**config.mk**
```make
export PLATFORM = sky130hd
export DESIGN_NAME = phc_queue
export DESIGN_NICKNAME = d
export VERILOG_FILES = /design/src/rtl/core/phc_pkg.sv /design/src/rtl/core/phc_queue.sv
export SDC_FILE = /design/constraint.sdc
export NUM_CORES = 1
export LEC_CHECK = 0
export BUFFER_PORTS_ARGS = -buffer_cell sky130_fd_sc_hd__clkbuf_2
export CAP_MARGIN = 20
export CORE_MARGIN = 2
export CORE_UTILIZATION = 45
export DETAILED_ROUTE_END_ITERATION = 8
export PLACE_DENSITY_LB_ADDON = 0.12
export SETUP_SLACK_MARGIN = 0.3
export SYNTH_ARGS = -nofsm -noshare
export SYNTH_HDL_FRONTEND = slang
export SYNTH_SLANG_ARGS = --single-unit
export TNS_END_PERCENT = 10
```
**constraint.sdc**
```tcl
create_clock -name clk -period 3 [get_ports clk]
set_input_delay 0.3 -clock clk [delete_from_list [all_inputs] [get_ports clk]]
set_output_delay 0.3 -clock clk [all_outputs]
set_load 0.05 [all_outputs]
```
**src/rtl/core/phc_pkg.sv**
```systemverilog
// ----------------------------------------------------------------------------
// phc_pkg: shared definitions for the half-plane polygon clipper
// Types, codes and default widths used by the front, the back and the top.
// ----------------------------------------------------------------------------
`default_nettype none

package phc_pkg;

	// Default coordinate width.
	localparam int COORD_BITS_DEF = 16;

	// Configuration register indexes.
	localparam logic [1:0] REG_LINE_AX = 2'd0;
	localparam logic [1:0] REG_LINE_AY = 2'd1;
	localparam logic [1:0] REG_LINE_BX = 2'd2;
	localparam logic [1:0] REG_LINE_BY = 2'd3;

	// Result kind codes on the output channel.
	localparam logic [1:0] KIND_KEEP  = 2'd0;
	localparam logic [1:0] KIND_CROSS = 2'd1;
	localparam logic [1:0] KIND_END   = 2'd2;

	// Commands passed from the front to the back.
	typedef enum logic [1:0] {
		CMD_KEEP,
		CMD_CROSS,
		CMD_END
	} cmd_kind_t;

	typedef enum logic [1:0] {
		F_IDLE,
		F_MUL,
		F_CLS,
		F_EMIT
	} front_state_t;

	typedef enum logic [3:0] {
		B_IDLE,
		B_SIDE_P,
		B_SIDE_Q,
		B_DEN,
		B_CLAMP,
		B_SETUP,
		B_MUL,
		B_DIV,
		B_RND,
		B_OUT
	} back_state_t;

	// Queue status seen by the front.
	typedef struct packed {
		logic full;
		logic empty;
	} queue_stat_t;

endpackage

`default_nettype wire

```
**src/rtl/core/phc_queue.sv**
```systemverilog
// ----------------------------------------------------------------------------
// phc_queue: command queue between front and back
// Four-entry first-in first-out buffer of clip commands.
// ----------------------------------------------------------------------------
`default_nettype none

module phc_queue #(
	parameter int DATA_BITS = 67
) (
	input  wire                       clk,
	input  wire                       arst_n,
	input  wire                       push,
	input  wire [DATA_BITS-1:0]       push_data,
	input  wire                       pop,
	output logic [DATA_BITS-1:0]      head,
	output phc_pkg::queue_stat_t      stat
);
	import phc_pkg::*;

	localparam int DEPTH = 4;
	localparam int PW    = $clog2(DEPTH);

	logic [DATA_BITS-1:0] entry_q [DEPTH];
	logic [PW-1:0]        wr_ptr_q;
	logic [PW-1:0]        rd_ptr_q;
	logic [PW:0]          count_q;

	// Pointers and fill count.
	always_ff @(posedge clk or negedge arst_n) begin
		if (!arst_n) begin
			wr_ptr_q <= '0;
			rd_ptr_q <= '0;
			count_q  <= '0;
		end else begin
			if (push) wr_ptr_q <= wr_ptr_q + 1'b1;
			if (pop) rd_ptr_q <= rd_ptr_q + 1'b1;
			if (push && !pop) count_q <= count_q + 1'b1;
			else if (pop && !push) count_q <= count_q - 1'b1;
		end
	end

	// Entry storage.
	always_ff @(posedge clk) begin
		if (push) entry_q[wr_ptr_q] <= push_data;
	end

	assign head       = entry_q[rd_ptr_q];
	assign stat.full  = (count_q == (PW+1)'(DEPTH));
	assign stat.empty = (count_q == '0);
endmodule

`default_nettype wire

```
=== Yosys cells after proc, flatten, opt, wreduce, memory -nomap -nowiden ===
Memories as Yosys holds them, arrays and structs flattened.
Cells that the tools add are included.

* Output and inout port bits: 69
* Input bits: 71
* Memory bits (writable): 268
* Word-level logic and storage cells: 19
* Memories kept: 1
* Register bits: 7

{| class="wikitable"
|+ Memory list
! memory !! words !! width !! read ports !! clocked after Yosys merged registers in !! wr ports !! line !! source
|-
| entry_q || 4 || 67 || 1 || 0 || 1 || phc_queue.sv:23 || <nowiki>logic [DATA_BITS-1:0] entry_q [DEPTH];</nowiki>
|}

* Equal/unequal tests: 1
* Multiplexer cells: 4
* Reductions and logical operators: 6
* Add/sub/neg operators: 4

{| class="wikitable"
|+ Operators by type and width
! kind !! number
|-
| 2-to-1 mux 3 bit || 2
|-
| adder 2 x 1 -> 2 bit, second input constant || 2
|-
| adder 3 x 1 -> 3 bit, second input constant || 1
|-
| == test 3 bit, second input constant || 1
|-
| zero test 3 bit || 1
|-
| subtractor 3 x 1 -> 3 bit, second input constant || 1
|-
| logical AND 1 bit || 2
|-
| zero test 1 bit || 2
|-
| 2-to-1 mux 1 bit || 2
|-
| nonzero test 2 bit || 1
|}

=== Logic depth before layout (Yosys ltp) ===
Gate-level depths: netlist of run 1.

* Word-level depth: 4
* Gate-level depth with buffers: 7
* Depth with buffers taken out: 7

=== Worst setup path after synthesis of run 1 ===
Ideal clock, no wire load.

* Path kind: register to register
* Start: register wr_ptr_q[0]
* End: memory entry_q[2][0] (enable)
* Buffers on the path: 0
* Data arrival time: 2188 ps
* Setup time: 432 ps
* Period minus slack after synthesis: 2620 ps
* Stages on the path, launching flop included: 4
* Required time: 2568 ps
* Setup slack: 380 ps
* Cells stage by stage: dfrtp_1 -> inv_1 -> ha_1 -> and2_1

{| class="wikitable"
|+ RTL lines
! what !! line !! source
|-
| from (decl) || phc_queue.sv:24 || <nowiki>logic [PW-1:0] wr_ptr_q;</nowiki>
|-
| from (signal assigned) || phc_queue.sv:35 || <nowiki>if (push) wr_ptr_q <= wr_ptr_q + 1'b1;</nowiki>
|-
| to (decl) || phc_queue.sv:23 ||
|}

Straight into the memory's write port.

=== Final worst setup path of run 1 ===
* Start: register rd_ptr_q[1]
* End: output head[4]

* Cells in the longest elaborated chain, start to end: 1

{| class="wikitable"
|+ Ends and longest elaborated chain
! what !! line !! source
|-
| from (decl) || phc_queue.sv:25 || <nowiki>logic [PW-1:0] rd_ptr_q;</nowiki>
|-
| from (signal assigned) || phc_queue.sv:36 || <nowiki>if (pop) rd_ptr_q <= rd_ptr_q + 1'b1;</nowiki>
|-
| memory read (4 x 67 bit) || -- ||
|-
| to (decl) || phc_queue.sv:15 || <nowiki>output logic [DATA_BITS-1:0] head,</nowiki>
|}

No other way between the ends.

==> flow_summary.yaml, run 1 <==
run_status:
  status: "completed"
clocking:
  clk_path_buf_depth: 3
  clock_sinks: 275
  cts_hold_buf: 67
  clk_pin_slew_ps: 60
  numCtsBuffers: 29
  cts-root-buf: "clkbuf_16"
  insertion_delay_ps: 530
  htreeDepth: 1
  cts_tree: "done"
  ctsResizeCount: 0
  cts_setup_buffers: 0
critical_path:
  reg2reg_slack_ps: 1160
  cpPeakStageDelay_ps: 760
  path_cells: "buf_4, mux4_2, clkbuf_2"
  cp_data_required_time_ps: 2700
  cp-start-kind: "register"
  cp_slowest_cell: "dfrtp_4"
  path_class: "register to output pin"
  r2r_cells: 4
  rr_endpoint: "entry_q[1][56]"
  cp_top_family: "flip-flops"
  crit_buf_inv: 2
  rr_startpoint: "wr_ptr_q[1]"
  cp_max_fo: 30
  startpoint: "rd_ptr_q[1]"
  worstPathArrival_ps: 2230
  critPathCaptureType: "output pin"
grt:
  grt_pass1_wl_um: 29100
  grt_antenna_before_repair: 0
  overflow: 0
  grt_max_degree: 53
  grt_pass1_vias: 5193
  grt_use_total: 0.160
layout:
  area_growth_pct: 25.9
  regArea_um2: 8230
  layout_commonest_cell: "edfxtp_1"
  drive_gt1_frac: 0.407
  fin_util: 0.579
  finish.net_count: 692
  antenna_cells: 0
  most-common-layout-cells: "edfxtp_1, clkbuf_2, mux4_2, dlygate4sd3_1, clkbuf_16"
  multi_input_area_um2: 1720
  fillers: 1654
worst_hold_path:
  min_path_cells: 1
  hold_path_class: "input pin to register"
  min_to: "entry_q[2][15]"
  hp-start: "push_data[15]"
sta:
  fmax_mhz: 396
  setup_tns_ps: 0
  setup_viol: 0
  worst_pin_slew_ps: 664
  slew_headroom: 0.557
  holdWs_ps: 33.9
  skew_ps: 9.80
  rsz0062_at_grt: "false"
  fin_crit_sh: 0.842
  period_minus_slack_ps: 2530
  final_hold_viol_count: 0
  final_max_slew_viol_count: 0
floorplanning:
  core-area_um2: 21900
  num_rows: 54
  die_area_um2: 23600
  initial_utilization: 0.460
  fp.dieH_um: 154
  pin_count: 140
  die_w_um: 154
yosys:
  ys_seq_elements: 275
  synth_fp_nets: 462
  synth_top_area_share: 0.799
  synth_top_family_by_area: "multiplexers"
  synth_xor_area_frac: 0.00522
  synthSimpleGateAreaFrac: 0.00485
  synth_compound_area_frac: 0.000497
  netlist_top_cells_area: "edfxtp_1, mux4_2, dfrtp_1"
  synth_cell_types: 20
  avgSynthCellArea_um2: 26.2
  synth_mux_area_frac: 0.151
  synth_fa_ha_area_frac: 0.00820
  yosysWarnings: 0
  synth_top_area_cell: "edfxtp_1"
  netlist_area_um2: 10100
  seq_area_frac_synth: 0.817
  netlist_instances: 385
detailed_routing:
  wl_per_cell_um: 20.1
  drt-vias-per-instance: 5.16
  drc: 0
  drt_iter0_markers: 238
  drtAntennaViolNets: 0
  dr.pass1.iters: 4
  drt_wl_total_um: 18400
  vias: 4722
power_and_ir_drop:
  cellPowerDensity_nw_per_um2: 1080
  ir_drop_v: 0.000679
  leakagePower_uw: 0.00443
place:
  hpwl_um: 10800
  portBuffers: 139
  place_congestion: 0.663
flow_run:
  maxCapViolations: 0
## cells by family after synthesis
family | count (synthesis)
muxes | 68
and+or+nand+nor | 9
buffers and inverters | 20
adders and majority gates | 6
xor gates and xnor gates | 6
AOI/OAI and AO/OA | 1
DFF | 275
## where the power goes
group          leakage [uW]  switching (uW)  internal, uW  total [uW]
registers           0.00254             268          5030        5300
logic               0.00147            3600          1600        5200
clock network      0.000417            1340          1840        3180
total               0.00443            5210          8470       13700
## sequential cells by signal (all words and copies together) (netlist names)
register and flops:
count_q 3, entry_q 268, wr_ptr_q 2, rd_ptr_q 2
## worst max-delay path by stage
stage,slack (ps),end,depth (start not counted)
3_5_place_dp,990,head[12],3
2_1_floorplan,380,entry_q[2][0],3
5_1_grt,340,head[12],3
4_1_cts,420,head[4],3
6_report,470,head[4],3
3_3_place_gp,990,head[12],3
## metal layers
metal	global-route usage	vias to the layer above	wire [um]
met5	0	-	0
met4	0.0380	0	293
met3	0.0380	25	1000
met2	0.268	110	9190
met1	0.215	2477	7940
li1	-	2110	-
## stage by stage
stage | area, um^2 | setup WS [ps] | total power (uW) | std cells
floorplan | 10100 | 380 | 9430 | 385
global placement | 11200 | 986 | 10600 | 797
detailed placement | 11200 | 987 | 10600 | 797
CTS | 12700 | 415 | 13900 | 916
global route | 12700 | 340 | 14300 | 916
finish | 12700 | 474 | 13700 | 916
## final cells by class
| class | count | area share |
|---|---|---|
| multi-input combinational | 90 | 0.136 |
| timing repair buffer | 215 | 0.119 |
| clock buffer | 34 | 0.0587 |
| clock inverter | 18 | 0.00859 |
| tap | 280 | 0.0276 |
| sequential | 275 | 0.649 |
| inverter | 4 | 0.00118 |
## Yosys cell counts (all sizes together)
cell and count:
and2 4, buf 13, clkbuf 3, dfrtp 7, edfxtp 268, fa 1
ha 5, inv 4, mux2 1, mux4 67, nand2 2, nor2 1
nor3 1, nor3b 1, o21ai 1, xnor2 2, xor2 4
## worst register-to-register path, delay by kind of cell (launching register included)
kind / cells / cell delay [ps]
adders and majority gates: 1 / 160
buffers and inverters: 2 / 440
DFF: 1 / 400
and+or+nand+nor: 1 / 500
(Power assumes the default switching activity.)
==> run 2: changes to the inputs <==
Clock period 3 ns to 2.6 ns, I/O delays scaled along.
==> run 2 against run 1 <==
Net effect:
- combinational power grew 40%
- worst setup slack got worse by 210 ps
- wire length is 5.7% higher
- critical endpoint is now head[58]
- largest cell class unchanged
- highest routed layer unchanged
==> flow_summary.yaml, run 2 (same netlist as run 1, synthesis figures left out) <==
floorplanning:
  num_rows: 54
  pin_count: 140
  die_area_um2: 23600
  core-area_um2: 21900
  initial_utilization: 0.460
  die_w_um: 154
  fp.dieH_um: 154
layout:
  drive_gt1_frac: 0.431
  layout_commonest_cell: "edfxtp_1"
  largest_reg_flops: 268
  finish.net_count: 712
  antenna_cells: 0
  area_growth_pct: 32.3
  fin_cells: 936
  fin_util: 0.608
  most-common-layout-cells: "edfxtp_1, clkbuf_2, dlygate4sd3_1"
  regMostFlops: "entry_q"
  design_area_um2: 13300
  reg_top3: "entry_q (268), count_q (3)"
place:
  placedInstanceArea_um2: 11200
  place_congestion: 0.683
  hpwl_um: 11100
  place_ws_ps: 576
  portBuffers: 139
  placed_cells: 802
grt:
  overflow: 0
  grt_pass1_vias: 5360
  top_usage_layer: "met2"
  grt_util_met2: 0.279
  grt_use_total: 0.166
  grt_pass1_wl_um: 29900
  gr-usage-met1: 0.225
  grt_max_degree: 42
  grt_antenna_before_repair: 0
  grt_use_met3: 0.0369
power_and_ir_drop:
  sw_frac_of_total: 0.365
  share_seq_of_total_power: 0.350
  p_switching_uw: 6270
  p_total_uw: 17200
  leakagePower_uw: 0.00471
  cellPowerDensity_nw_per_um2: 1290
  clockPowerShare: 0.226
  ir_drop_v: 0.000686
  combPwrFrac: 0.424
  p_int_uw: 10900
clocking:
  clk_pin_slew_ps: 60
  cts_tree: "done"
  clk_path_buf_depth: 3
  clock_sinks: 275
  insertion_delay_ps: 520
  cts-root-buf: "clkbuf_16"
  numCtsBuffers: 28
  htreeDepth: 1
sta:
  worst_slack_ps: 263
  slew_headroom: 0.667
  fmax_mhz: 428
  worst_pin_slew_ps: 500
  setup_viol: 0
  final_max_slew_viol_count: 0
  skew_ps: 5.82
  period_minus_slack_ps: 2340
  rsz0062_at_grt: "true"
  fin_crit_sh: 0.899
  final_hold_viol_count: 0
worst_hold_path:
  hold_path_class: "input pin to register"
detailed_routing:
  drt_wl_total_um: 19500
  drt-vias-per-instance: 5.15
  drc: 0
  dr.pass1.iters: 4
  drtAntennaViolNets: 0
  wl_per_cell_um: 20.8
  vias: 4821
  drt_iter0_markers: 211
critical_path:
  cp_max_fo: 6
  worstPathArrival_ps: 2080
  critPathCaptureType: "output pin"
  cp-start-kind: "register"
  cp_data_required_time_ps: 2340
  path_class: "register to output pin"
run_status:
  status: "completed"
flow_run:
  maxCapViolations: 0
[run 2: cell count changes in the layout (fill, tap and decap cells not counted), sizes merged]
cell and change:
buf +41, clkbuf -25, bufinv +2, dlygate4sd3 +2
clkinv +1, inv -1
[run 2: final timing paths]
check | depth (start not counted) | slack (ps) | to | startpoint
setup / recovery | 5 | 260 | head[58] | rd_ptr_q[0]
min in group asynchronous | 2 | 130 | count_q[0] | arst_n
max in group asynchronous | 2 | 2260 | rd_ptr_q[1] | arst_n
hold / removal | 2 | 40 | wr_ptr_q[0] | push
setup reg to reg | 4 | 840 | entry_q[2][12] | wr_ptr_q[0]
hold reg to reg | 1 | 530 | count_q[2] | count_q[2]
[run 2: routing by layer]
layer / share of wire / vias up
met5: 0 / -
met4: 0.015 / 0
met3: 0.054 / 25
met2: 0.51 / 114
met1: 0.42 / 2529
li1: - / 2153
[run 2: power groups by stage]
stage	registers, uW	clock network (uW)	logic, uW
2_1_floorplan	6060	0	4810
3_3_place_gp	6110	0	6170
3_5_place_dp	6160	0	6180
4_1_cts	6020	3960	7270
5_1_grt	6080	4130	7630
6_report	6020	3870	7280
[run 2: per-stage QoR]
stage               setup TNS (ps)  hold WS, ps
finish                           0         40.5
global route                     0         45.8
CTS                              0         22.9
detailed placement               0          116
global placement                 0          107
floorplan                    -1600        -35.6
[run 2: layout make-up]
cell class | count | area [um^2]
sequential | 275 | 8230
clock inverter | 20 | 173
inverter | 4 | 15.0
timing repair buffer | 236 | 2100
multi-input combinational | 90 | 1720
tap | 280 | 350
fill | 1606 | 8570
clock buffer | 31 | 733
[run 2: repair_timing]
item	CTS	global route
gates resized for setup	62	36
cloned	4	1
endpoints found under the setup margin	58	56
setup buffers	8	1
hold buffers	69	0
hold endpoints to repair	276	0
[run 2: worst max-delay path: stages (launching register included)]
cell and delay (ps):
dfrtp_4 510, buf_6 130, buf_12 120, buf_16 140, mux4_2 440, clkbuf_8 200
