### src/rtl/core/phc_pkg.sv
// ----------------------------------------------------------------------------
// phc_pkg: shared definitions for the half-plane polygon clipper
// Types, codes and default widths used by the front, the back and the top.
// ----------------------------------------------------------------------------
`default_nettype none

package phc_pkg;

	// Default coordinate width.
	localparam int COORD_BITS_DEF = 16;

	// Configuration register indexes.
	localparam logic [1:0] REG_LINE_AX = 2'd0;
	localparam logic [1:0] REG_LINE_AY = 2'd1;
	localparam logic [1:0] REG_LINE_BX = 2'd2;
	localparam logic [1:0] REG_LINE_BY = 2'd3;

	// Result kind codes on the output channel.
	localparam logic [1:0] KIND_KEEP  = 2'd0;
	localparam logic [1:0] KIND_CROSS = 2'd1;
	localparam logic [1:0] KIND_END   = 2'd2;

	// Commands passed from the front to the back.
	typedef enum logic [1:0] {
		CMD_KEEP,
		CMD_CROSS,
		CMD_END
	} cmd_kind_t;

	typedef enum logic [1:0] {
		F_IDLE,
		F_MUL,
		F_CLS,
		F_EMIT
	} front_state_t;

	typedef enum logic [3:0] {
		B_IDLE,
		B_SIDE_P,
		B_SIDE_Q,
		B_DEN,
		B_CLAMP,
		B_SETUP,
		B_MUL,
		B_DIV,
		B_RND,
		B_OUT
	} back_state_t;

	// Queue status seen by the front.
	typedef struct packed {
		logic full;
		logic empty;
	} queue_stat_t;

endpackage

`default_nettype wire

### src/rtl/core/phc_if.sv
// ----------------------------------------------------------------------------
// phc_if: stream channels of the half-plane polygon clipper
// Vertex input channel and clipped point output channel.
// ----------------------------------------------------------------------------
`default_nettype none

interface phc_in_if #(
	parameter int COORD_BITS = phc_pkg::COORD_BITS_DEF
) ();
	logic                         valid;
	logic                         ready;
	logic signed [COORD_BITS-1:0] in_x;
	logic signed [COORD_BITS-1:0] in_y;
	logic                         in_last;

	modport source (output valid, in_x, in_y, in_last, input ready);
	modport sink (input valid, in_x, in_y, in_last, output ready);
endinterface


`default_nettype wire

### src/rtl/core/phc_front.sv
// ----------------------------------------------------------------------------
// phc_front: vertex classification and command generation
// Takes vertices, tests them against the line, tracks the polygon and
// queues keep, crossing and end commands in output order.
// ----------------------------------------------------------------------------
`default_nettype none

module phc_front #(
	parameter int COORD_BITS = phc_pkg::COORD_BITS_DEF
) (
	input  wire                         clk,
	input  wire                         arst_n,
	phc_in_if.sink                      in_ch,
	input  wire signed [COORD_BITS-1:0] line_ax,
	input  wire signed [COORD_BITS-1:0] line_ay,
	input  wire signed [COORD_BITS-1:0] line_bx,
	input  wire signed [COORD_BITS-1:0] line_by,
	input  phc_pkg::queue_stat_t        q_stat,
	output logic                        q_push,
	output logic [4*COORD_BITS+2:0]     q_data
);
	import phc_pkg::*;

	localparam int C  = COORD_BITS;
	localparam int D  = C + 1;
	localparam int PW = 2 * C + 2;
	localparam int SW = 2 * C + 3;

	typedef struct packed {
		cmd_kind_t       kind;
		logic            run_last;
		logic [C-1:0]    px;
		logic [C-1:0]    py;
		logic [C-1:0]    qx;
		logic [C-1:0]    qy;
	} cmd_t;

	front_state_t state_q, state_d;

	logic signed [C-1:0]  cur_x_q, cur_y_q;
	logic                 cur_last_q;
	logic signed [PW-1:0] t1_s1, t2_s1;
	logic [C-1:0]         first_x_q, first_y_q, prev_x_q, prev_y_q;
	logic                 first_in_q, prev_in_q, have_q;
	logic [C-1:0]         sp_x_q, sp_y_q, sc_x_q, sc_y_q, sf_x_q, sf_y_q;
	logic [4:0]           mask_q;

	logic signed [D-1:0]  dxa, dyb, dya, dxb;
	logic signed [SW-1:0] side;
	logic                 cin, fin_eff;
	logic [C-1:0]         fx_eff, fy_eff;
	logic [4:0]           mask_d, sel, rest;
	cmd_t                 cmd;

	// Terms of the side test for the current vertex.
	assign dxa = D'(cur_x_q) - D'(line_ax);
	assign dyb = D'(line_by) - D'(line_ay);
	assign dya = D'(cur_y_q) - D'(line_ay);
	assign dxb = D'(line_bx) - D'(line_ax);

	assign side    = SW'(t1_s1) - SW'(t2_s1);
	assign cin     = side[SW-1];
	assign fin_eff = have_q ? first_in_q : cin;
	assign fx_eff  = have_q ? first_x_q : cur_x_q;
	assign fy_eff  = have_q ? first_y_q : cur_y_q;

	// Which results this vertex causes, in emission order.
	always_comb begin
		mask_d[0] = have_q && prev_in_q;
		mask_d[1] = have_q && (prev_in_q != cin);
		mask_d[2] = cur_last_q && cin;
		mask_d[3] = cur_last_q && (cin != fin_eff);
		mask_d[4] = cur_last_q;
	end

	// Lowest pending result and those left after it.
	always_comb begin
		sel = '0;
		for (int i = 4; i >= 0; i--) begin
			if (mask_q[i]) sel = 5'b00001 << i;
		end
		rest = mask_q & ~sel;
	end

	// Build the command for the selected result.
	always_comb begin
		cmd          = '0;
		cmd.run_last = (rest == '0);
		case (1'b1)
			sel[0]: begin
				cmd.kind = CMD_KEEP;
				cmd.px   = sp_x_q;
				cmd.py   = sp_y_q;
			end
			sel[1]: begin
				cmd.kind = CMD_CROSS;
				cmd.px   = sp_x_q;
				cmd.py   = sp_y_q;
				cmd.qx   = sc_x_q;
				cmd.qy   = sc_y_q;
			end
			sel[2]: begin
				cmd.kind = CMD_KEEP;
				cmd.px   = sc_x_q;
				cmd.py   = sc_y_q;
			end
			sel[3]: begin
				cmd.kind = CMD_CROSS;
				cmd.px   = sc_x_q;
				cmd.py   = sc_y_q;
				cmd.qx   = sf_x_q;
				cmd.qy   = sf_y_q;
			end
			default: begin
				cmd.kind = CMD_END;
			end
		endcase
	end

	assign q_data      = cmd;
	assign q_push      = (state_q == F_EMIT) && !q_stat.full;
	assign in_ch.ready = (state_q == F_IDLE);

	// Next state.
	always_comb begin
		state_d = state_q;
		unique case (state_q)
			F_IDLE: if (in_ch.valid) state_d = F_MUL;
			F_MUL:  state_d = F_CLS;
			F_CLS:  state_d = (mask_d == '0) ? F_IDLE : F_EMIT;
			F_EMIT: if (!q_stat.full && rest == '0) state_d = F_IDLE;
			default: state_d = F_IDLE;
		endcase
	end

	always_ff @(posedge clk or negedge arst_n) begin
		if (!arst_n) state_q <= F_IDLE;
		else state_q <= state_d;
	end

	// Polygon tracking state.
	always_ff @(posedge clk or negedge arst_n) begin
		if (!arst_n) begin
			first_x_q  <= '0;
			first_y_q  <= '0;
			first_in_q <= 1'b0;
			prev_x_q   <= '0;
			prev_y_q   <= '0;
			prev_in_q  <= 1'b0;
			have_q     <= 1'b0;
			mask_q     <= '0;
		end else begin
			if (state_q == F_CLS) begin
				mask_q <= mask_d;
				if (!have_q) begin
					first_x_q  <= cur_x_q;
					first_y_q  <= cur_y_q;
					first_in_q <= cin;
				end
				if (cur_last_q) begin
					have_q <= 1'b0;
				end else begin
					prev_x_q  <= cur_x_q;
					prev_y_q  <= cur_y_q;
					prev_in_q <= cin;
					have_q    <= 1'b1;
				end
			end else if (q_push) begin
				mask_q <= rest;
			end
		end
	end

	// Vertex capture, side products and operand snapshot.
	always_ff @(posedge clk) begin
		if (in_ch.valid && in_ch.ready) begin
			cur_x_q    <= in_ch.in_x;
			cur_y_q    <= in_ch.in_y;
			cur_last_q <= in_ch.in_last;
		end
		if (state_q == F_MUL) begin
			t1_s1 <= PW'(dxa) * PW'(dyb);
			t2_s1 <= PW'(dya) * PW'(dxb);
		end
		if (state_q == F_CLS) begin
			sp_x_q <= prev_x_q;
			sp_y_q <= prev_y_q;
			sc_x_q <= cur_x_q;
			sc_y_q <= cur_y_q;
			sf_x_q <= fx_eff;
			sf_y_q <= fy_eff;
		end
	end
endmodule

`default_nettype wire

### src/flat_wrapper.sv
// flat-port wrapper written by rule: the top's interface ports become plain ports
module phc_front_flat import phc_pkg::*;
#(
	parameter int COORD_BITS = phc_pkg::COORD_BITS_DEF
)
  (clk, arst_n, line_ax, line_ay, line_bx, line_by, q_stat, q_push, q_data, in_ch_valid, in_ch_in_x, in_ch_in_y, in_ch_in_last, in_ch_ready);
  phc_in_if #(.COORD_BITS(COORD_BITS)) in_ch_i ();
  input  wire clk;
  input  wire arst_n;
  input  wire signed [COORD_BITS-1:0] line_ax;
  input  wire signed [COORD_BITS-1:0] line_ay;
  input  wire signed [COORD_BITS-1:0] line_bx;
  input  wire signed [COORD_BITS-1:0] line_by;
  input  phc_pkg::queue_stat_t q_stat;
  output logic q_push;
  output logic [4*COORD_BITS+2:0] q_data;
  input wire logic [$bits(in_ch_i.valid)-1:0] in_ch_valid;
  input wire logic [$bits(in_ch_i.in_x)-1:0] in_ch_in_x;
  input wire logic [$bits(in_ch_i.in_y)-1:0] in_ch_in_y;
  input wire logic [$bits(in_ch_i.in_last)-1:0] in_ch_in_last;
  output wire logic [$bits(in_ch_i.ready)-1:0] in_ch_ready;
  assign in_ch_i.valid = in_ch_valid;
  assign in_ch_i.in_x = in_ch_in_x;
  assign in_ch_i.in_y = in_ch_in_y;
  assign in_ch_i.in_last = in_ch_in_last;
  assign in_ch_ready = in_ch_i.ready;
  phc_front #(.COORD_BITS(COORD_BITS)) u_core (.clk(clk), .arst_n(arst_n), .in_ch(in_ch_i), .line_ax(line_ax), .line_ay(line_ay), .line_bx(line_bx), .line_by(line_by), .q_stat(q_stat), .q_push(q_push), .q_data(q_data));
endmodule
### config.mk
export PLATFORM = sky130hd
export DESIGN_NAME = phc_front_flat
export DESIGN_NICKNAME = d
export VERILOG_FILES = /design/src/rtl/core/phc_pkg.sv /design/src/rtl/core/phc_if.sv /design/src/rtl/core/phc_front.sv /design/src/flat_wrapper.sv
export SDC_FILE = /design/constraint.sdc
export NUM_CORES = 2
export LEC_CHECK = 0
export ABC_CLOCK_PERIOD_IN_PS = 10100
export BUFFER_PORTS_ARGS = -buffer_cell sky130_fd_sc_hd__buf_2
export CORE_MARGIN = 3
export CORE_UTILIZATION = 65
export CTS_BUF_LIST = sky130_fd_sc_hd__clkbuf_4 sky130_fd_sc_hd__clkbuf_8
export DETAILED_ROUTE_END_ITERATION = 7
export PLACE_DENSITY = 0.9
export SLEW_MARGIN = 20
export SYNTH_ARGS = -nofsm -noshare
export SYNTH_HDL_FRONTEND = slang
export SYNTH_SLANG_ARGS = --single-unit
### constraint.sdc
create_clock -name clk -period 10.1 [get_ports clk]
set_input_delay 2.02 -clock clk [delete_from_list [all_inputs] [get_ports clk]]
set_output_delay 2.02 -clock clk [all_outputs]
set_load 0.01 [all_outputs]
* Yosys cells after proc, flatten, opt, wreduce, memory -nomap -nowiden *
Cells that the tools add are included.

cells by class
  multiplexer cells = 27
  multipliers = 2
  add/sub/neg operators = 5
  equality and inequality tests = 7
  bitwise logic cells = 3
  reduce and logical (&&, ||, !) cells = 14

operators with widths
  operator                                              count
  two-way mux 32 bit                                    8
  multiplier 17 x 17 -> 34 bit                          2
  subtractor 16 x 16 -> 17 bit                          4
  two-way mux 5 bit                                     7
  subtractor 34 x 34 -> 35 bit                          1
  two-way mux 16 bit                                    2
  two-way mux 2 bit                                     7
  zero test 5 bit                                       2
  case mux 2 bit (4 select lines)                       1
  logical AND 1 bit                                     7
  AND 5 bit                                             1
  NOT 5 bit                                             1
  equality test 2 bit (second input constant)           2
  != test 2 bit (second input constant)                 2
  AND reduction 2 bit                                   2
  equality test 2 x 1 -> 1 bit (second input constant)  1
  zero test 2 bit                                       1
  two-way mux 1 bit                                     2
  != test 1 bit                                         2
  nonzero test 2 bit                                    1
  zero test 1 bit                                       1
  NOT 1 bit                                             1

word-level totals
  logic and storage cells = 78
  flip-flop bits (word level) = 271
  output and inout bits = 69
  input port bits = 102

* Logic depth before layout (Yosys ltp) *
  depth in word-level cells = 11
  gate-level depth with buffers = 33
  depth with buffers taken out = 33

* Least setup slack after synthesis *
Ideal clock, no wire load.

  path type = input to register
  start = input line_ax[0]
  end = register u_core.t1_s1[33], data pin
  cell stages on the path = 30
  setup time = 0.270 ns
  path buffers = 1
  arrival = 9.479 ns
  slack = 0.351 ns
  data required time = 9.830 ns
  path through = ha_1 -> fa_1 -> nand2b_1 -> a21oi_1 -> o211a_1 -> o31ai_1 -> a21bo_2 -> o21ai_1 -> o31a_1 -> clkbuf_1 -> nor2_1 -> fa_1 -> inv_1 -> fa_1 -> inv_1 -> fa_1 -> fa_1 -> fa_1 -> inv_1 -> fa_1 -> inv_1 -> ha_1 -> a21o_1 -> a21oi_1 -> nor2b_1 -> o41a_1 -> a221oi_1 -> o211ai_1 -> a2111oi_0 -> nor3b_1

between the ends
  longest elaborated chain between the ends = 2

RTL lines
  what                          line                text
  from (decl)                   flat_wrapper.sv:10  input wire signed [COORD_BITS-1:0] line_ax;
  subtractor 16 x 16 -> 17 bit  phc_front.sv:56     assign dxa = D'(cur_x_q) - D'(line_ax);
  multiplier 17 x 17 -> 34 bit  phc_front.sv:182    t1_s1 <= PW'(dxa) * PW'(dyb);
  to (signal assigned)          phc_front.sv:182
  to (decl)                     phc_front.sv:42     logic signed [PW-1:0] t1_s1, t2_s1;

Every way passes these cells.
A chain may end at the register's enable or synchronous reset.

* Worst setup path after layout *
  start = input line_ax[0]
  end = register u_core.t1_s1[32], data pin

Same word-level chain as after synthesis.

==> impl_metrics.json <==
{
  "outcome": "completed",
  "n_fill_cell": 3283,
  "critPathArrivalTime_ns": 10.08,
  "first_pass_iters": 7,
  "slowest_delay_ns": 0.75,
  "maxSlewViolCount": 0,
  "hp-class": "flop to flop",
  "rows": 84,
  "totalWireLength_um": 99600,
  "crit_top_cell": "fa_1",
  "h-tree-depth": 2,
  "synthTopCellsByArea": "fa_1 (34%), edfxtp_1 (17%), ha_1 (9.5%)",
  "syn_nets": 4456,
  "cts_buffers": 43,
  "grt_max_degree": 87,
  "worstPathRequired_ns": 10.46,
  "portBuffers": 169,
  "crit_slowest_cell": "o311ai_1",
  "timing.final.crit_period_ns": 9.73,
  "cts_hold_buf": 0,
  "vias": 27800,
  "drv_cap": 0,
  "yosysUniqueCellTypes": 75,
  "syn_area_um2": 35300,
  "reg_top3": "u_core.t1_s1: 34 flops, u_core.t2_s1: 34 flops",
  "grt_pass1_vias": 29600,
  "worstMarginPinSlew_ns": 1.11,
  "vias_per_cell": 6.15,
  "gp_routability_congestion": 1.00,
  "max_slew_margin": 0.257,
  "path_clk_slew_ns": 0.06,
  "setup_viol": 0,
  "grt_pass1_wl_um": 158000,
  "pin_count": 171,
  "antenna_found_initial": 9,
  "synth_edf_count": 197,
  "avgRoutedWirePerCell_um": 22.0,
  "cts_tree": "done",
  "yosysSeqAreaShare": 0.220,
  "netlist.area_leader.share": 0.338,
  "drt_iter0_markers": 2728,
  "crit_family": "adder cells",
  "worst_skew_pair.late_latency_ns": 0.63,
  "whs_ns": 0.444,
  "die_h_um": 239,
  "yosys.area.top_type": "fa_1",
  "die_area_um2": 57100,
  "clock_skew_ns": 0.0331,
  "synthCells": 3491,
  "synth-seq-cells": 271,
  "preCtsSetupSlack_ns": -0.164,
  "hpwl_um": 76700,
  "gr-total-overflow": 0,
  "start_kind": "input port",
  "layout-drive-gt1-share": 0.143,
  "root_buffer": "clkbuf_8",
  "fin_nets": 4758,
  "cp_num_buf_inv": 7,
  "final.setup.tns_ns": 0,
  "yosys_warnings": 0,
  "cts_sinks": 271,
  "post-route-period-util": 0.963,
  "synth_async_sr_flop_share": 0.273,
  "criticalPathCategory": "input port to flop",
  "drc": 0,
  "layout_setup_ws_ns": 0.374,
  "die_x_um": 239,
  "ant_nets": 0,
  "grt_setup_unrepaired": "no",
  "clock_path_buffers": 3,
  "area_growth_pct": 10.9,
  "ys.flop_type": "edfxtp_1",
  "start_util": 0.663,
  "avgSynthCellArea_um2": 10.1,
  "core_area_um2": 53200,
  "hold_violations": 0,
  "cp_max_fo": 8,
  "maxClockFrequency_mhz": 103,
  "gr-usage-all-layers": 0.359,
  "end_kind": "flop"
}
[cell usage in the layout, fill, tap and decap left out, drive strengths merged, types with 11 or more instances in the layout]
cell type	Yosys	final
inv	737	740
fa	596	596
buf	11	343
nand2	322	322
nor2	289	289
ha	267	267
edfxtp	197	197
xnor2	98	98
mux2	93	93
a21oi	80	80
dfrtp	74	74
o21ai	69	69
a22o	65	65
clkbuf	75	62
nand2b	51	51
nor2b	50	50
and2	46	46
xor2	39	39
nor3	35	35
nand3	34	34
a21o	33	33
o21a	24	24
a211oi	19	19
and3	15	15
a31oi	14	14
o31ai	14	14
or3	13	13
or2	13	13
clkinv	1	13
o21bai	11	11
[stage by stage]
stage	cells	area (um^2)	utilization
after floorplan	3491	35300	-
after global placement	4433	38100	0.716
after detailed placement	4433	38100	0.716
after CTS	4513	39000	0.734
after global routing	4517	39100	0.735
final	4523	39100	0.736
[repair_timing]
item / 4_1_cts / 5_1_grt
resized for setup: 0 / 2
setup buffers: 0 / 1
endpoints found under the setup margin: 0 / 2
[final timing paths]
path	start	endpoint	slack, ns	cells past startpoint
min in group asynchronous	arst_n	u_core.first_y_q[8]	1.56	1
max in group asynchronous	arst_n	u_core.first_x_q[6]	7.87	1
max	line_ax[0]	u_core.t1_s1[32]	0.37	30
min	u_core.prev_x_q[10]	u_core.sp_x_q[10]	0.44	0
max reg2reg	u_core.cur_x_q[0]	u_core.t1_s1[32]	1.33	30
min reg2reg	u_core.prev_x_q[10]	u_core.sp_x_q[10]	0.44	0
[layout make-up]
type / count / area [um^2] / share of cell area
inverter: 738 / 2770 / 0.0708
multi-input combinational: 2396 / 24500 / 0.625
tap: 688 / 861 / 0.0220
antenna: 7 / 17.5 / 0.000448
clock inverter: 18 / 158 / 0.00403
timing repair buffer: 343 / 2270 / 0.0580
clock buffer: 62 / 816 / 0.0209
sequential: 271 / 7770 / 0.199
[kinds of logic (layout without fill, tap and decap cells)]
group                    count (synthesis)  count (layout)  synth area share
XOR/XNOR                               137             137            0.0342
other                                    0               7                 0
flip-flops                             271             271             0.220
AO/OA/AOI/OAI                          401             401            0.0796
multiplexers                            96              96            0.0305
buffers and inverters                  824            1161            0.0880
adder cells (fa/ha/maj)                864             864             0.433
AND/OR/NAND/NOR                        898             898             0.114
[cells in the mapped netlist, types with 11 or more instances]
cell type and number:
a211oi_1 19, a21o_1 33, a21oi_1 80, a22o_1 65, a31oi_1 14, and2_1 46
and3_1 15, clkbuf_1 75, dfrtp_1 74, edfxtp_1 197, fa_1 596, ha_1 267
inv_1 737, mux2_2 93, nand2_1 322, nand2b_1 51, nand3_1 34, nor2_1 289
nor2b_1 50, nor3_1 35, o21a_1 24, o21ai_0 64, o21bai_1 11, o31ai_1 13
or2_2 13, or3_1 13, xnor2_1 97, xor2_1 39
[layer usage]
layer / track usage / part of all wire
met1: 0.415 / 0.33
met3: 0.112 / 0.12
met2: 0.589 / 0.48
met5: 0 / 0.00050
met4: 0.220 / 0.075
[worst reg2reg max path, delay by kind of cell, from the launching register on]
kind | cells | cell delay [ns]
fa+ha+maj | 9 | 3.83
simple gates | 3 | 0.50
compound gates | 9 | 2.34
buf+inv | 7 | 0.82
xor+xnor | 2 | 0.58
flops | 1 | 0.47
Power is not shown: default switching activity piles up to over one toggle a cycle in this logic, so the estimate is an artifact.
