### config.mk
export PLATFORM = sky130hd
export DESIGN_NAME = phc_back_flat
export DESIGN_NICKNAME = d
export VERILOG_FILES = /design/src/rtl/core/phc_pkg.sv /design/src/rtl/core/phc_if.sv /design/src/rtl/core/phc_back.sv /design/src/flat_wrapper.sv
export SDC_FILE = /design/constraint.sdc
export NUM_CORES = 2
export LEC_CHECK = 0
export BUFFER_PORTS_ARGS = -buffer_cell sky130_fd_sc_hd__buf_2
export CAP_MARGIN = 20
export CORE_MARGIN = 2
export CORE_UTILIZATION = 50
export CTS_CLUSTER_SIZE = 14
export DETAILED_ROUTE_END_ITERATION = 12
export PLACE_DENSITY = 0.65
export SYNTH_ARGS = -nofsm -noshare
export SYNTH_HDL_FRONTEND = slang
export SYNTH_SLANG_ARGS = --single-unit
### constraint.sdc
create_clock -name clk -period 9.6 [get_ports clk]
set_clock_uncertainty 0.2 [all_clocks]
set_input_delay 2.4 -clock clk [delete_from_list [all_inputs] [get_ports clk]]
set_output_delay 2.4 -clock clk [all_outputs]
set_load 0.02 [all_outputs]
### src/rtl/core/phc_pkg.sv
// ----------------------------------------------------------------------------
// phc_pkg: shared definitions for the half-plane polygon clipper
// Types, codes and default widths used by the front, the back and the top.
// ----------------------------------------------------------------------------
`default_nettype none

package phc_pkg;

	// Default coordinate width.
	localparam int COORD_BITS_DEF = 16;

	// Configuration register indexes.
	localparam logic [1:0] REG_LINE_AX = 2'd0;
	localparam logic [1:0] REG_LINE_AY = 2'd1;
	localparam logic [1:0] REG_LINE_BX = 2'd2;
	localparam logic [1:0] REG_LINE_BY = 2'd3;

	// Result kind codes on the output channel.
	localparam logic [1:0] KIND_KEEP  = 2'd0;
	localparam logic [1:0] KIND_CROSS = 2'd1;
	localparam logic [1:0] KIND_END   = 2'd2;

	// Commands passed from the front to the back.
	typedef enum logic [1:0] {
		CMD_KEEP,
		CMD_CROSS,
		CMD_END
	} cmd_kind_t;

	typedef enum logic [1:0] {
		F_IDLE,
		F_MUL,
		F_CLS,
		F_EMIT
	} front_state_t;

	typedef enum logic [3:0] {
		B_IDLE,
		B_SIDE_P,
		B_SIDE_Q,
		B_DEN,
		B_CLAMP,
		B_SETUP,
		B_MUL,
		B_DIV,
		B_RND,
		B_OUT
	} back_state_t;

	// Queue status seen by the front.
	typedef struct packed {
		logic full;
		logic empty;
	} queue_stat_t;

endpackage

`default_nettype wire

### src/rtl/core/phc_if.sv
// ----------------------------------------------------------------------------
// phc_if: stream channels of the half-plane polygon clipper
// Vertex input channel and clipped point output channel.
// ----------------------------------------------------------------------------
`default_nettype none


interface phc_out_if #(
	parameter int COORD_BITS = phc_pkg::COORD_BITS_DEF
) ();
	logic                         valid;
	logic                         ready;
	logic signed [COORD_BITS-1:0] out_x;
	logic signed [COORD_BITS-1:0] out_y;
	logic [1:0]                   out_kind;
	logic                         run_last;

	modport source (output valid, out_x, out_y, out_kind, run_last, input ready);
	modport sink (input valid, out_x, out_y, out_kind, run_last, output ready);
endinterface

`default_nettype wire

### src/rtl/core/phc_back.sv
// ----------------------------------------------------------------------------
// phc_back: command execution and crossing point arithmetic
// Sends kept vertices and end markers, and computes crossing points with
// a bit-serial multiplier and a restoring divider.
// ----------------------------------------------------------------------------
`default_nettype none

module phc_back #(
	parameter int COORD_BITS = phc_pkg::COORD_BITS_DEF
) (
	input  wire                         clk,
	input  wire                         arst_n,
	input  wire signed [COORD_BITS-1:0] line_ax,
	input  wire signed [COORD_BITS-1:0] line_ay,
	input  wire signed [COORD_BITS-1:0] line_bx,
	input  wire signed [COORD_BITS-1:0] line_by,
	input  phc_pkg::queue_stat_t        q_stat,
	input  wire [4*COORD_BITS+2:0]      q_head,
	output logic                        q_pop,
	phc_out_if.source                   out_ch
);
	import phc_pkg::*;

	localparam int C  = COORD_BITS;
	localparam int D  = C + 1;
	localparam int PW = 2 * C + 2;
	localparam int SW = 2 * C + 3;
	localparam int W  = 2 * C + 4;
	localparam int NW = 2 * C + 3;
	localparam int AW = NW + C;
	localparam int CW = $clog2(C);

	typedef struct packed {
		cmd_kind_t       kind;
		logic            run_last;
		logic [C-1:0]    px;
		logic [C-1:0]    py;
		logic [C-1:0]    qx;
		logic [C-1:0]    qy;
	} cmd_t;

	back_state_t state_q, state_d;
	cmd_t        cmd;

	logic signed [PW-1:0] tp1_q, tp2_q;
	logic signed [SW-1:0] d1_q;
	logic signed [W-1:0]  den_q;
	logic [NW-1:0]        n_q;
	logic                 dz_q, axis_q, neg_q;
	logic [C-1:0]         mag_q, lo_q, quo_q, rx_q, ry_q;
	logic [AW-1:0]        acc_q;
	logic [NW-1:0]        rem_q;
	logic [CW-1:0]        cnt_q;

	logic                 ov_q;
	logic signed [C-1:0]  ox_q, oy_q;
	logic [1:0]           okind_q;
	logic                 olast_q;

	logic                 out_free;
	logic signed [C-1:0]  sx, sy;
	logic signed [D-1:0]  dxa, dyb, dya, dxb;
	logic signed [SW-1:0] diff;
	logic signed [W-1:0]  dd, nn, nclamp;
	logic signed [D-1:0]  dxy;
	logic [AW-1:0]        acc_d;
	logic [NW:0]          rem2, rem_sub;
	logic                 ge;
	logic [NW:0]          rem_x2;
	logic                 inc;
	logic [D-1:0]         rmag;
	logic signed [C+1:0]  off, pc, res;

	assign cmd      = q_head;
	assign out_free = !ov_q || out_ch.ready;

	// Side terms for the start point in B_SIDE_P, or the end point in B_SIDE_Q.
	assign sx   = (state_q == B_SIDE_P) ? $signed(cmd.px) : $signed(cmd.qx);
	assign sy   = (state_q == B_SIDE_P) ? $signed(cmd.py) : $signed(cmd.qy);
	assign dxa  = D'(sx) - D'(line_ax);
	assign dyb  = D'(line_by) - D'(line_ay);
	assign dya  = D'(sy) - D'(line_ay);
	assign dxb  = D'(line_bx) - D'(line_ax);
	assign diff = SW'(tp1_q) - SW'(tp2_q);

	// Normalize the denominator sign and clamp the ratio to [0,1].
	always_comb begin
		if (den_q[W-1]) begin
			dd = -den_q;
			nn = -W'(d1_q);
		end else begin
			dd = den_q;
			nn = W'(d1_q);
		end
		if (nn[W-1]) nclamp = '0;
		else if (nn > dd) nclamp = dd;
		else nclamp = nn;
	end

	// Edge delta on the current axis.
	assign dxy = axis_q ? (D'($signed(cmd.qy)) - D'($signed(cmd.py)))
	                    : (D'($signed(cmd.qx)) - D'($signed(cmd.px)));

	// One shift-add multiply step.
	assign acc_d = {acc_q[AW-2:0], 1'b0} + (mag_q[cnt_q] ? AW'(n_q) : '0);

	// One restoring divide step.
	assign rem2    = {rem_q, lo_q[C-1]};
	assign ge      = rem2 >= {1'b0, den_q[NW-1:0]};
	assign rem_sub = rem2 - {1'b0, den_q[NW-1:0]};

	// Round half toward positive infinity and add to the start point.
	always_comb begin
		rem_x2 = {rem_q, 1'b0};
		if (neg_q) inc = rem_x2 > {1'b0, den_q[NW-1:0]};
		else inc = rem_x2 >= {1'b0, den_q[NW-1:0]};
		rmag = {1'b0, quo_q} + D'(inc);
		if (dz_q) off = '0;
		else if (neg_q) off = -$signed({1'b0, rmag});
		else off = $signed({1'b0, rmag});
		pc  = axis_q ? (C+2)'($signed(cmd.py)) : (C+2)'($signed(cmd.px));
		res = pc + off;
	end

	assign q_pop = !q_stat.empty && out_free &&
	               ((state_q == B_IDLE && cmd.kind != CMD_CROSS) || state_q == B_OUT);

	// Next state.
	always_comb begin
		state_d = state_q;
		unique case (state_q)
			B_IDLE:   if (!q_stat.empty && cmd.kind == CMD_CROSS) state_d = B_SIDE_P;
			B_SIDE_P: state_d = B_SIDE_Q;
			B_SIDE_Q: state_d = B_DEN;
			B_DEN:    state_d = B_CLAMP;
			B_CLAMP:  state_d = B_SETUP;
			B_SETUP:  state_d = B_MUL;
			B_MUL:    if (cnt_q == '0) state_d = B_DIV;
			B_DIV:    if (cnt_q == '0) state_d = B_RND;
			B_RND:    state_d = axis_q ? B_OUT : B_SETUP;
			B_OUT:    if (out_free) state_d = B_IDLE;
			default:  state_d = B_IDLE;
		endcase
	end

	always_ff @(posedge clk or negedge arst_n) begin
		if (!arst_n) state_q <= B_IDLE;
		else state_q <= state_d;
	end

	// Datapath registers of the crossing computation.
	always_ff @(posedge clk) begin
		case (state_q) inside
			B_SIDE_P, B_SIDE_Q: begin
				tp1_q <= PW'(dxa) * PW'(dyb);
				tp2_q <= PW'(dya) * PW'(dxb);
				if (state_q == B_SIDE_Q) d1_q <= diff;
			end
			B_DEN: begin
				den_q <= W'(d1_q) - W'(diff);
			end
			B_CLAMP: begin
				dz_q   <= (den_q == '0);
				den_q  <= dd;
				n_q    <= nclamp[NW-1:0];
				axis_q <= 1'b0;
			end
			B_SETUP: begin
				neg_q <= dxy[D-1];
				mag_q <= dxy[D-1] ? C'(-dxy) : C'(dxy);
				acc_q <= '0;
				cnt_q <= CW'(C - 1);
			end
			B_MUL: begin
				acc_q <= acc_d;
				if (cnt_q == '0) begin
					rem_q <= acc_d[AW-1:C];
					lo_q  <= acc_d[C-1:0];
					quo_q <= '0;
					cnt_q <= CW'(C - 1);
				end else begin
					cnt_q <= cnt_q - 1'b1;
				end
			end
			B_DIV: begin
				rem_q <= ge ? rem_sub[NW-1:0] : rem2[NW-1:0];
				lo_q  <= {lo_q[C-2:0], 1'b0};
				quo_q <= {quo_q[C-2:0], ge};
				cnt_q <= cnt_q - 1'b1;
			end
			B_RND: begin
				if (axis_q) ry_q <= res[C-1:0];
				else rx_q <= res[C-1:0];
				axis_q <= 1'b1;
			end
			default: begin
			end
		endcase
	end

	// Output register.
	always_ff @(posedge clk or negedge arst_n) begin
		if (!arst_n) ov_q <= 1'b0;
		else if (q_pop) ov_q <= 1'b1;
		else if (out_ch.ready) ov_q <= 1'b0;
	end

	always_ff @(posedge clk) begin
		if (q_pop) begin
			olast_q <= cmd.run_last;
			if (state_q == B_OUT) begin
				ox_q    <= rx_q;
				oy_q    <= ry_q;
				okind_q <= KIND_CROSS;
			end else if (cmd.kind == CMD_KEEP) begin
				ox_q    <= cmd.px;
				oy_q    <= cmd.py;
				okind_q <= KIND_KEEP;
			end else begin
				ox_q    <= '0;
				oy_q    <= '0;
				okind_q <= KIND_END;
			end
		end
	end

	assign out_ch.valid    = ov_q;
	assign out_ch.out_x    = ox_q;
	assign out_ch.out_y    = oy_q;
	assign out_ch.out_kind = okind_q;
	assign out_ch.run_last = olast_q;
endmodule

`default_nettype wire

### src/flat_wrapper.sv
// flat-port wrapper written by rule: the top's interface ports become plain ports
module phc_back_flat import phc_pkg::*;
#(
	parameter int COORD_BITS = phc_pkg::COORD_BITS_DEF
)
  (clk, arst_n, line_ax, line_ay, line_bx, line_by, q_stat, q_head, q_pop, out_ch_valid, out_ch_out_x, out_ch_out_y, out_ch_out_kind, out_ch_run_last, out_ch_ready);
  phc_out_if #(.COORD_BITS(COORD_BITS)) out_ch_i ();
  input  wire clk;
  input  wire arst_n;
  input  wire signed [COORD_BITS-1:0] line_ax;
  input  wire signed [COORD_BITS-1:0] line_ay;
  input  wire signed [COORD_BITS-1:0] line_bx;
  input  wire signed [COORD_BITS-1:0] line_by;
  input  phc_pkg::queue_stat_t q_stat;
  input  wire [4*COORD_BITS+2:0] q_head;
  output logic q_pop;
  output wire logic [$bits(out_ch_i.valid)-1:0] out_ch_valid;
  output wire logic [$bits(out_ch_i.out_x)-1:0] out_ch_out_x;
  output wire logic [$bits(out_ch_i.out_y)-1:0] out_ch_out_y;
  output wire logic [$bits(out_ch_i.out_kind)-1:0] out_ch_out_kind;
  output wire logic [$bits(out_ch_i.run_last)-1:0] out_ch_run_last;
  input wire logic [$bits(out_ch_i.ready)-1:0] out_ch_ready;
  assign out_ch_valid = out_ch_i.valid;
  assign out_ch_out_x = out_ch_i.out_x;
  assign out_ch_out_y = out_ch_i.out_y;
  assign out_ch_out_kind = out_ch_i.out_kind;
  assign out_ch_run_last = out_ch_i.run_last;
  assign out_ch_i.ready = out_ch_ready;
  phc_back #(.COORD_BITS(COORD_BITS)) u_core (.clk(clk), .arst_n(arst_n), .line_ax(line_ax), .line_ay(line_ay), .line_bx(line_bx), .line_by(line_by), .q_stat(q_stat), .q_head(q_head), .q_pop(q_pop), .out_ch(out_ch_i));
endmodule
### Word-level counts from Yosys, hierarchy flattened

Index checks and enable logic that the tools add are counted.
Widths: inputs -> output; s select.

* flip-flop bits (word level): 386
* word-level logic and storage cells: 148

* add/subtract/negate cells: 17
* multiply operators: 2
* $lt $le $gt $ge: 5
* equal/unequal tests: 18
* multiplexer cells: 47
* bitwise operators: 7
* reduce and logical (&&, ||, !) cells: 30

Operator list (count)
* $mux 16: 16
* $mux 35: 6
* $mux 36: 4
* $sub 16x16->17: 6
* $ge 36x35->1: 2
* $mul 17x17->34: 2
* $add 51x35->51: 1
* $mux 50: 1
* $pmux 4 s10: 1
* $gt 36x35->1: 1
* $gt 36x36->1: 1
* $logic_not 36->1: 1
* $neg 35->36: 1
* $neg 36->36: 1
* $sub 35x35->36: 1
* $sub 34x34->35: 1
* $sub 35x35->35: 1
* $mux 4: 8
* $neg 16->16: 2
* $mux 17: 1
* $add 16x1->16: 1
* $add 16x16->16: 1
* $eq 4x3->1 const B: 4
* $reduce_and 4->1: 4
* other kinds (24): 58

### Logic depth before layout (Yosys ltp)

* word-level depth: 7
* mapped depth: 41

### Worst setup path after synthesis

No wires, ideal clock.

* kind: input to register
* start point: in q_head[48]
* end point: reg u_core.tp1_q[33] (data pin)
* arrival: 10584 ps
* data required time: 9141 ps
* setup slack: -1443 ps
* stages on the path: 34
* buffers on the path: 0
* cell sequence: mux2i_1 > ha_1 > inv_1 > fa_1 > a21o_1 > a21o_1 > a21oi_1 > o21ai_0 > a41oi_1 > a211oi_1 > o21a_1 > or2_2 > xor2_1 > nand2_1 > fa_1 > fa_1 > fa_1 > inv_1 > fa_1 > fa_1 > inv_1 > fa_1 > inv_1 > ha_1 > a21o_1 > a21o_1 > a21o_1 > nor4bb_1 > nor4_1 > o41ai_1 > a21oi_1 > nor3_1 > o21bai_1 > xnor2_1

* cells in the longest elaborated chain, start to end: 3

RTL lines
* start, declared: line flat_wrapper.sv:15 `input wire [4*COORD_BITS+2:0] q_head;`
* $mux 16: line phc_back.sv:78 `assign sx = (state_q == B_SIDE_P) ? $signed(cmd.px) : $signed(cmd.qx);`
* $sub 16x16->17: line phc_back.sv:80 `assign dxa = D'(sx) - D'(line_ax);`
* $mul 17x17->34: line phc_back.sv:155 `tp1_q <= PW'(dxa) * PW'(dyb);`
* end signal, assigned: line phc_back.sv:155
* end, declared: line phc_back.sv:45 `logic signed [PW-1:0] tp1_q, tp2_q;`

No other way between the ends.
A chain may end at the register's enable or synchronous reset.

### Final worst setup path

* start point: in q_head[17]
* end point: reg u_core.tp1_q[33] (data pin)

Same word-level chain as after synthesis.

==> metrics list <==
- Run status: finished with violations
- The final reports fail on setup timing.
- Number of enable flip-flop cells after synthesis: 381
- Counting every sink on the clock net gives about 390.
- At the end of the flow the core is filled with cells to 60.7%.
* Area growth from synthesis to layout: 20.6%
- Global routing used 27.8% of the available tracks.
* Top cells by instance count after synthesis: sky130_fd_sc_hd__inv_1 (978), sky130_fd_sc_hd__nor2_1 (655), sky130_fd_sc_hd__fa_1 (603)
- Flop and latch count out of synthesis: 386
- The number of antenna violations at the first check in global routing is 8.
- Port Buffers: roughly 170
- In the final layout, flip-flops and latches occupy about 0.012 mm2.
- Post-route clock period utilization: 107%
- Setup violations remaining at the end of the flow were counted as 26.
* Floorplan die width: about 330 um
- The worst hold path passes through 2 cells.
* Highest-utilization routing layer at the global route stage: met2
- In this design, the stage delay of the slowest critical-path cell is between 0.5 and 0.6 ns.
- The initialized floorplan defines roughly 120 standard-cell rows.
- Kind of cell with the highest combined delay on the critical path: adder cells
- By instance count, the leading cell after synthesis is sky130_fd_sc_hd__inv_1.
* Area enclosed by the die boundary: between 0.1 and 0.15 mm2
- Max-cap check violation count: 0
- Headroom to the max-slew limit came out at a little under a third.
* Post-detailed-routing wire length: 148 mm
* Worst hold path type: reg -> reg
- Clock tree synthesis selected as its root buffer the cell sky130_fd_sc_hd__clkbuf_16.
- The cell area that synthesis handed to floorplanning was around 0.053 mm2.
- Number of different library cells in the post-synthesis netlist: 90
- Crit-path most repeated cell: sky130_fd_sc_hd__fa_1
- During synthesis, Yosys emitted a total of 0 warnings.
- The first global-routing pass estimated around 240 mm of wire.
- After technology mapping, the gate count stands at around 5,900.
- Final weighted congestion of routability-driven global placement: between 0.9 and 1
- A synthesized cell averages between 9 and 10 um2.
* Nature of the critical path startpoint: primary input
* Largest cells by area after synthesis: sky130_fd_sc_hd__fa_1 (23%), sky130_fd_sc_hd__edfxtp_1 (22%), sky130_fd_sc_hd__ha_1 (11%), sky130_fd_sc_hd__inv_1 (6.9%), sky130_fd_sc_hd__nor2_1 (4.6%)
- Crit Path Class: in -> reg
- The repair_antennas step left the layout with diodes totalling 0.
* CP max FO: 3
- For this block, the via count after detailed routing is roughly 44,000.
* Number of optimization iterations in the first detailed-route pass: 6
* Routed len/inst: 18.3 um
- Bufs and invs on worst path: 5
- Vias in the first global route: 44,329
- FF-to-FF path depth: 37
- Summed over its instances, the top area cell type makes up 22.8% of the synthesized netlist area.
* HPWL after DPL: 124 mm
* Initial Util: 50.3%
* Net Count, Synth: slightly above 7,000
- Global routing met2 resource utilization: 46.7%
- Sequential cells were found to cover approximately 22% of the synthesized design area.
- Setup repair after global routing could not meet its margin everywhere.
- Crit end category: flop
* Layout cell share with drive strength beyond 1: between 20% and 30%
- The path with the worst hold slack has its endpoint at u_core.lo_q[1].
- Clock period minus worst slack: roughly 10 ns
- Max Root-Sink Buffers: 3
- Setup total negative slack: -7.61 ns
- Most frequently used flop master after synthesis: sky130_fd_sc_hd__edfxtp_1
- Summing all multi-input logic gate instances after layout gives between 0.03 and 0.04 mm2.
- Maximum number of pins on one net before global-route repair: 70
- Slack of the critical path: -0.637 ns
* Destination of the worst register-to-register timing path: u_core.tp1_q[33]
- TritonCTS built the clock tree.
* R2R setup slack: approximately 0.17 ns
- DRC: 0
- For the pin with the worst max-slew slack, the measured transition is slightly above 1 ns.
* Worst flop-to-flop path startpoint: u_core.state_q[1]
- Hold Violations, Final: 0
- The final count of pins violating max slew was 0.
- Cell type with the highest aggregate area in the netlist: sky130_fd_sc_hd__fa_1
- Global routing consumed, on the met1 layer, 37.8% of the routing resources.
- WP data arrival: roughly 10 ns
* Number of filler cells placed in the layout: a little over 9,000
- In the global route stage, met3 resource usage came out at under 10%.
* Number of top-level pins: between 150 and 200
- Iteration-0 DRC Markers: about 3,000
* Number of nets in the layout: between 7,000 and 8,000
- Hold Startpoint: u_core.lo_q[0]
- The slowest stage of the critical path is the sky130_fd_sc_hd__fa_1 cell.
- Via/cell ratio: between 5 and 6
- Clock tree synthesis inserted a total of 47 buffers.
- In this run the vertical extent of the chip is 329 um.
* H-Tree Depth: 2
- Max Clock Freq: 0.0977 GHz
- Data on the critical path is required at its endpoint by 9.74 ns.
- Of all flip-flops after synthesis, the portion carrying an async set or reset was 1.30%.
* Routed Antenna Nets: 0
* Area of the placeable core: 0.105 mm2
- Clock insertion delay at the later pin of the skew report: 0.61 ns
* Clock-pin slew of the registers on the worst-case setup and hold paths: 0.06 ns
- Overflow after GRT: 0
[layer usage]
layer | vias to the layer above | routed length [um]
li1 | 20975 | -
met1 | 21523 | 65200
met2 | 1059 | 70000
met3 | 215 | 7840
met4 | 4 | 5320
met5 | - | 29
[per-stage QoR]
step / worst slack [ns] / instance area [um2] / std cells / hold slack, ns
after CTS: -0.434 / 63200 / 8063 / 0.317
after global placement: -1.33 / 60800 / 7951 / 0.295
after floorplan: -0.540 / 53600 / 5867 / 0.291
after global routing: -0.921 / 63800 / 8089 / 0.343
after detailed placement: -1.37 / 60800 / 7951 / 0.304
final: -0.637 / 63800 / 8089 / 0.314
[area by class of cell]
cell class / count / share of cell area [%]
clock buffer: 56 / 1.90
clock inverter: 30 / 0.519
inverter: 979 / 5.77
multi-input combinational: 4337 / 60.5
sequential: 386 / 18.1
tap: 1391 / 2.73
timing repair buffer: 910 / 10.5
[worst min-delay path, delay by kind of cell, from the launching register on]
kind,cells,cell delay (ns)
AND/OR/NAND/NOR,2,0.11
flip-flops,1,0.32
[registers in the layout, indices dropped and copies added, names as in the netlist, 34 cells and up]
register,cells
u_core.rem_q,35
u_core.den_q,36
u_core.tp2_q,34
u_core.tp1_q,34
u_core.acc_q,50
u_core.n_q,35
u_core.d1_q,35
[logic make-up after synthesis]
family                   share of synthesized area [%]
AND/OR/NAND/NOR                                   14.8
flip-flops                                        21.9
buffers and inverters                             8.18
AO/OA/AOI/OAI                                     13.1
multiplexers                                      1.47
XOR/XNOR                                          6.84
adder cells (fa/ha/maj)                           33.7
[placed cells by master (no fill, tap or decap), types with 24 or more instances in the layout]
cell type / instances
sky130_fd_sc_hd__inv_1: 946
sky130_fd_sc_hd__buf_4: 701
sky130_fd_sc_hd__nor2_1: 627
sky130_fd_sc_hd__fa_1: 579
sky130_fd_sc_hd__nand2_1: 470
sky130_fd_sc_hd__ha_1: 431
sky130_fd_sc_hd__edfxtp_1: 381
sky130_fd_sc_hd__a21oi_1: 274
sky130_fd_sc_hd__xnor2_1: 263
sky130_fd_sc_hd__o21ai_0: 218
sky130_fd_sc_hd__buf_2: 161
sky130_fd_sc_hd__xor2_1: 128
sky130_fd_sc_hd__a21o_1: 124
sky130_fd_sc_hd__nand3_1: 85
sky130_fd_sc_hd__and2_1: 81
sky130_fd_sc_hd__nor3_1: 79
sky130_fd_sc_hd__nand2b_1: 61
sky130_fd_sc_hd__o21a_1: 60
sky130_fd_sc_hd__nor2b_1: 58
sky130_fd_sc_hd__a211oi_1: 48
sky130_fd_sc_hd__clkbuf_16: 47
sky130_fd_sc_hd__or2_2: 40
sky130_fd_sc_hd__buf_6: 37
sky130_fd_sc_hd__o21bai_1: 34
sky130_fd_sc_hd__and3_1: 33
sky130_fd_sc_hd__a211oi_2: 33
sky130_fd_sc_hd__o31ai_1: 32
sky130_fd_sc_hd__mux2_2: 31
sky130_fd_sc_hd__inv_2: 30
sky130_fd_sc_hd__nand4_1: 29
sky130_fd_sc_hd__ha_4: 27
sky130_fd_sc_hd__a21oi_2: 26
sky130_fd_sc_hd__or3_1: 26
sky130_fd_sc_hd__fa_2: 24
[timing repair]
item                                    4_1_cts  5_1_grt
gates cloned                                  1        0
hold buffers                                  0        0
endpoints found under the setup margin       26       29
setup buffers                                31       34
resized for setup                           134       97
pin swaps                                   122      100
[worst max-delay path by stage]
stage	slack, ns	cells after the start	endpoint	start
final	-0.64	34	u_core.tp1_q[33]	q_head[17]
after global routing	-0.92	34	u_core.tp1_q[33]	q_head[17]
after CTS	-0.43	33	u_core.tp1_q[33]	q_head[17]
after detailed placement	-1.37	35	u_core.tp2_q[32]	q_head[32]
after global placement	-1.33	34	u_core.tp1_q[33]	q_head[49]
after floorplan	-0.54	34	u_core.tp1_q[33]	q_head[48]
Power is left out: the tool's default activity adds up to more than one toggle a clock period on the data nets, which glitch-free logic cannot reach.
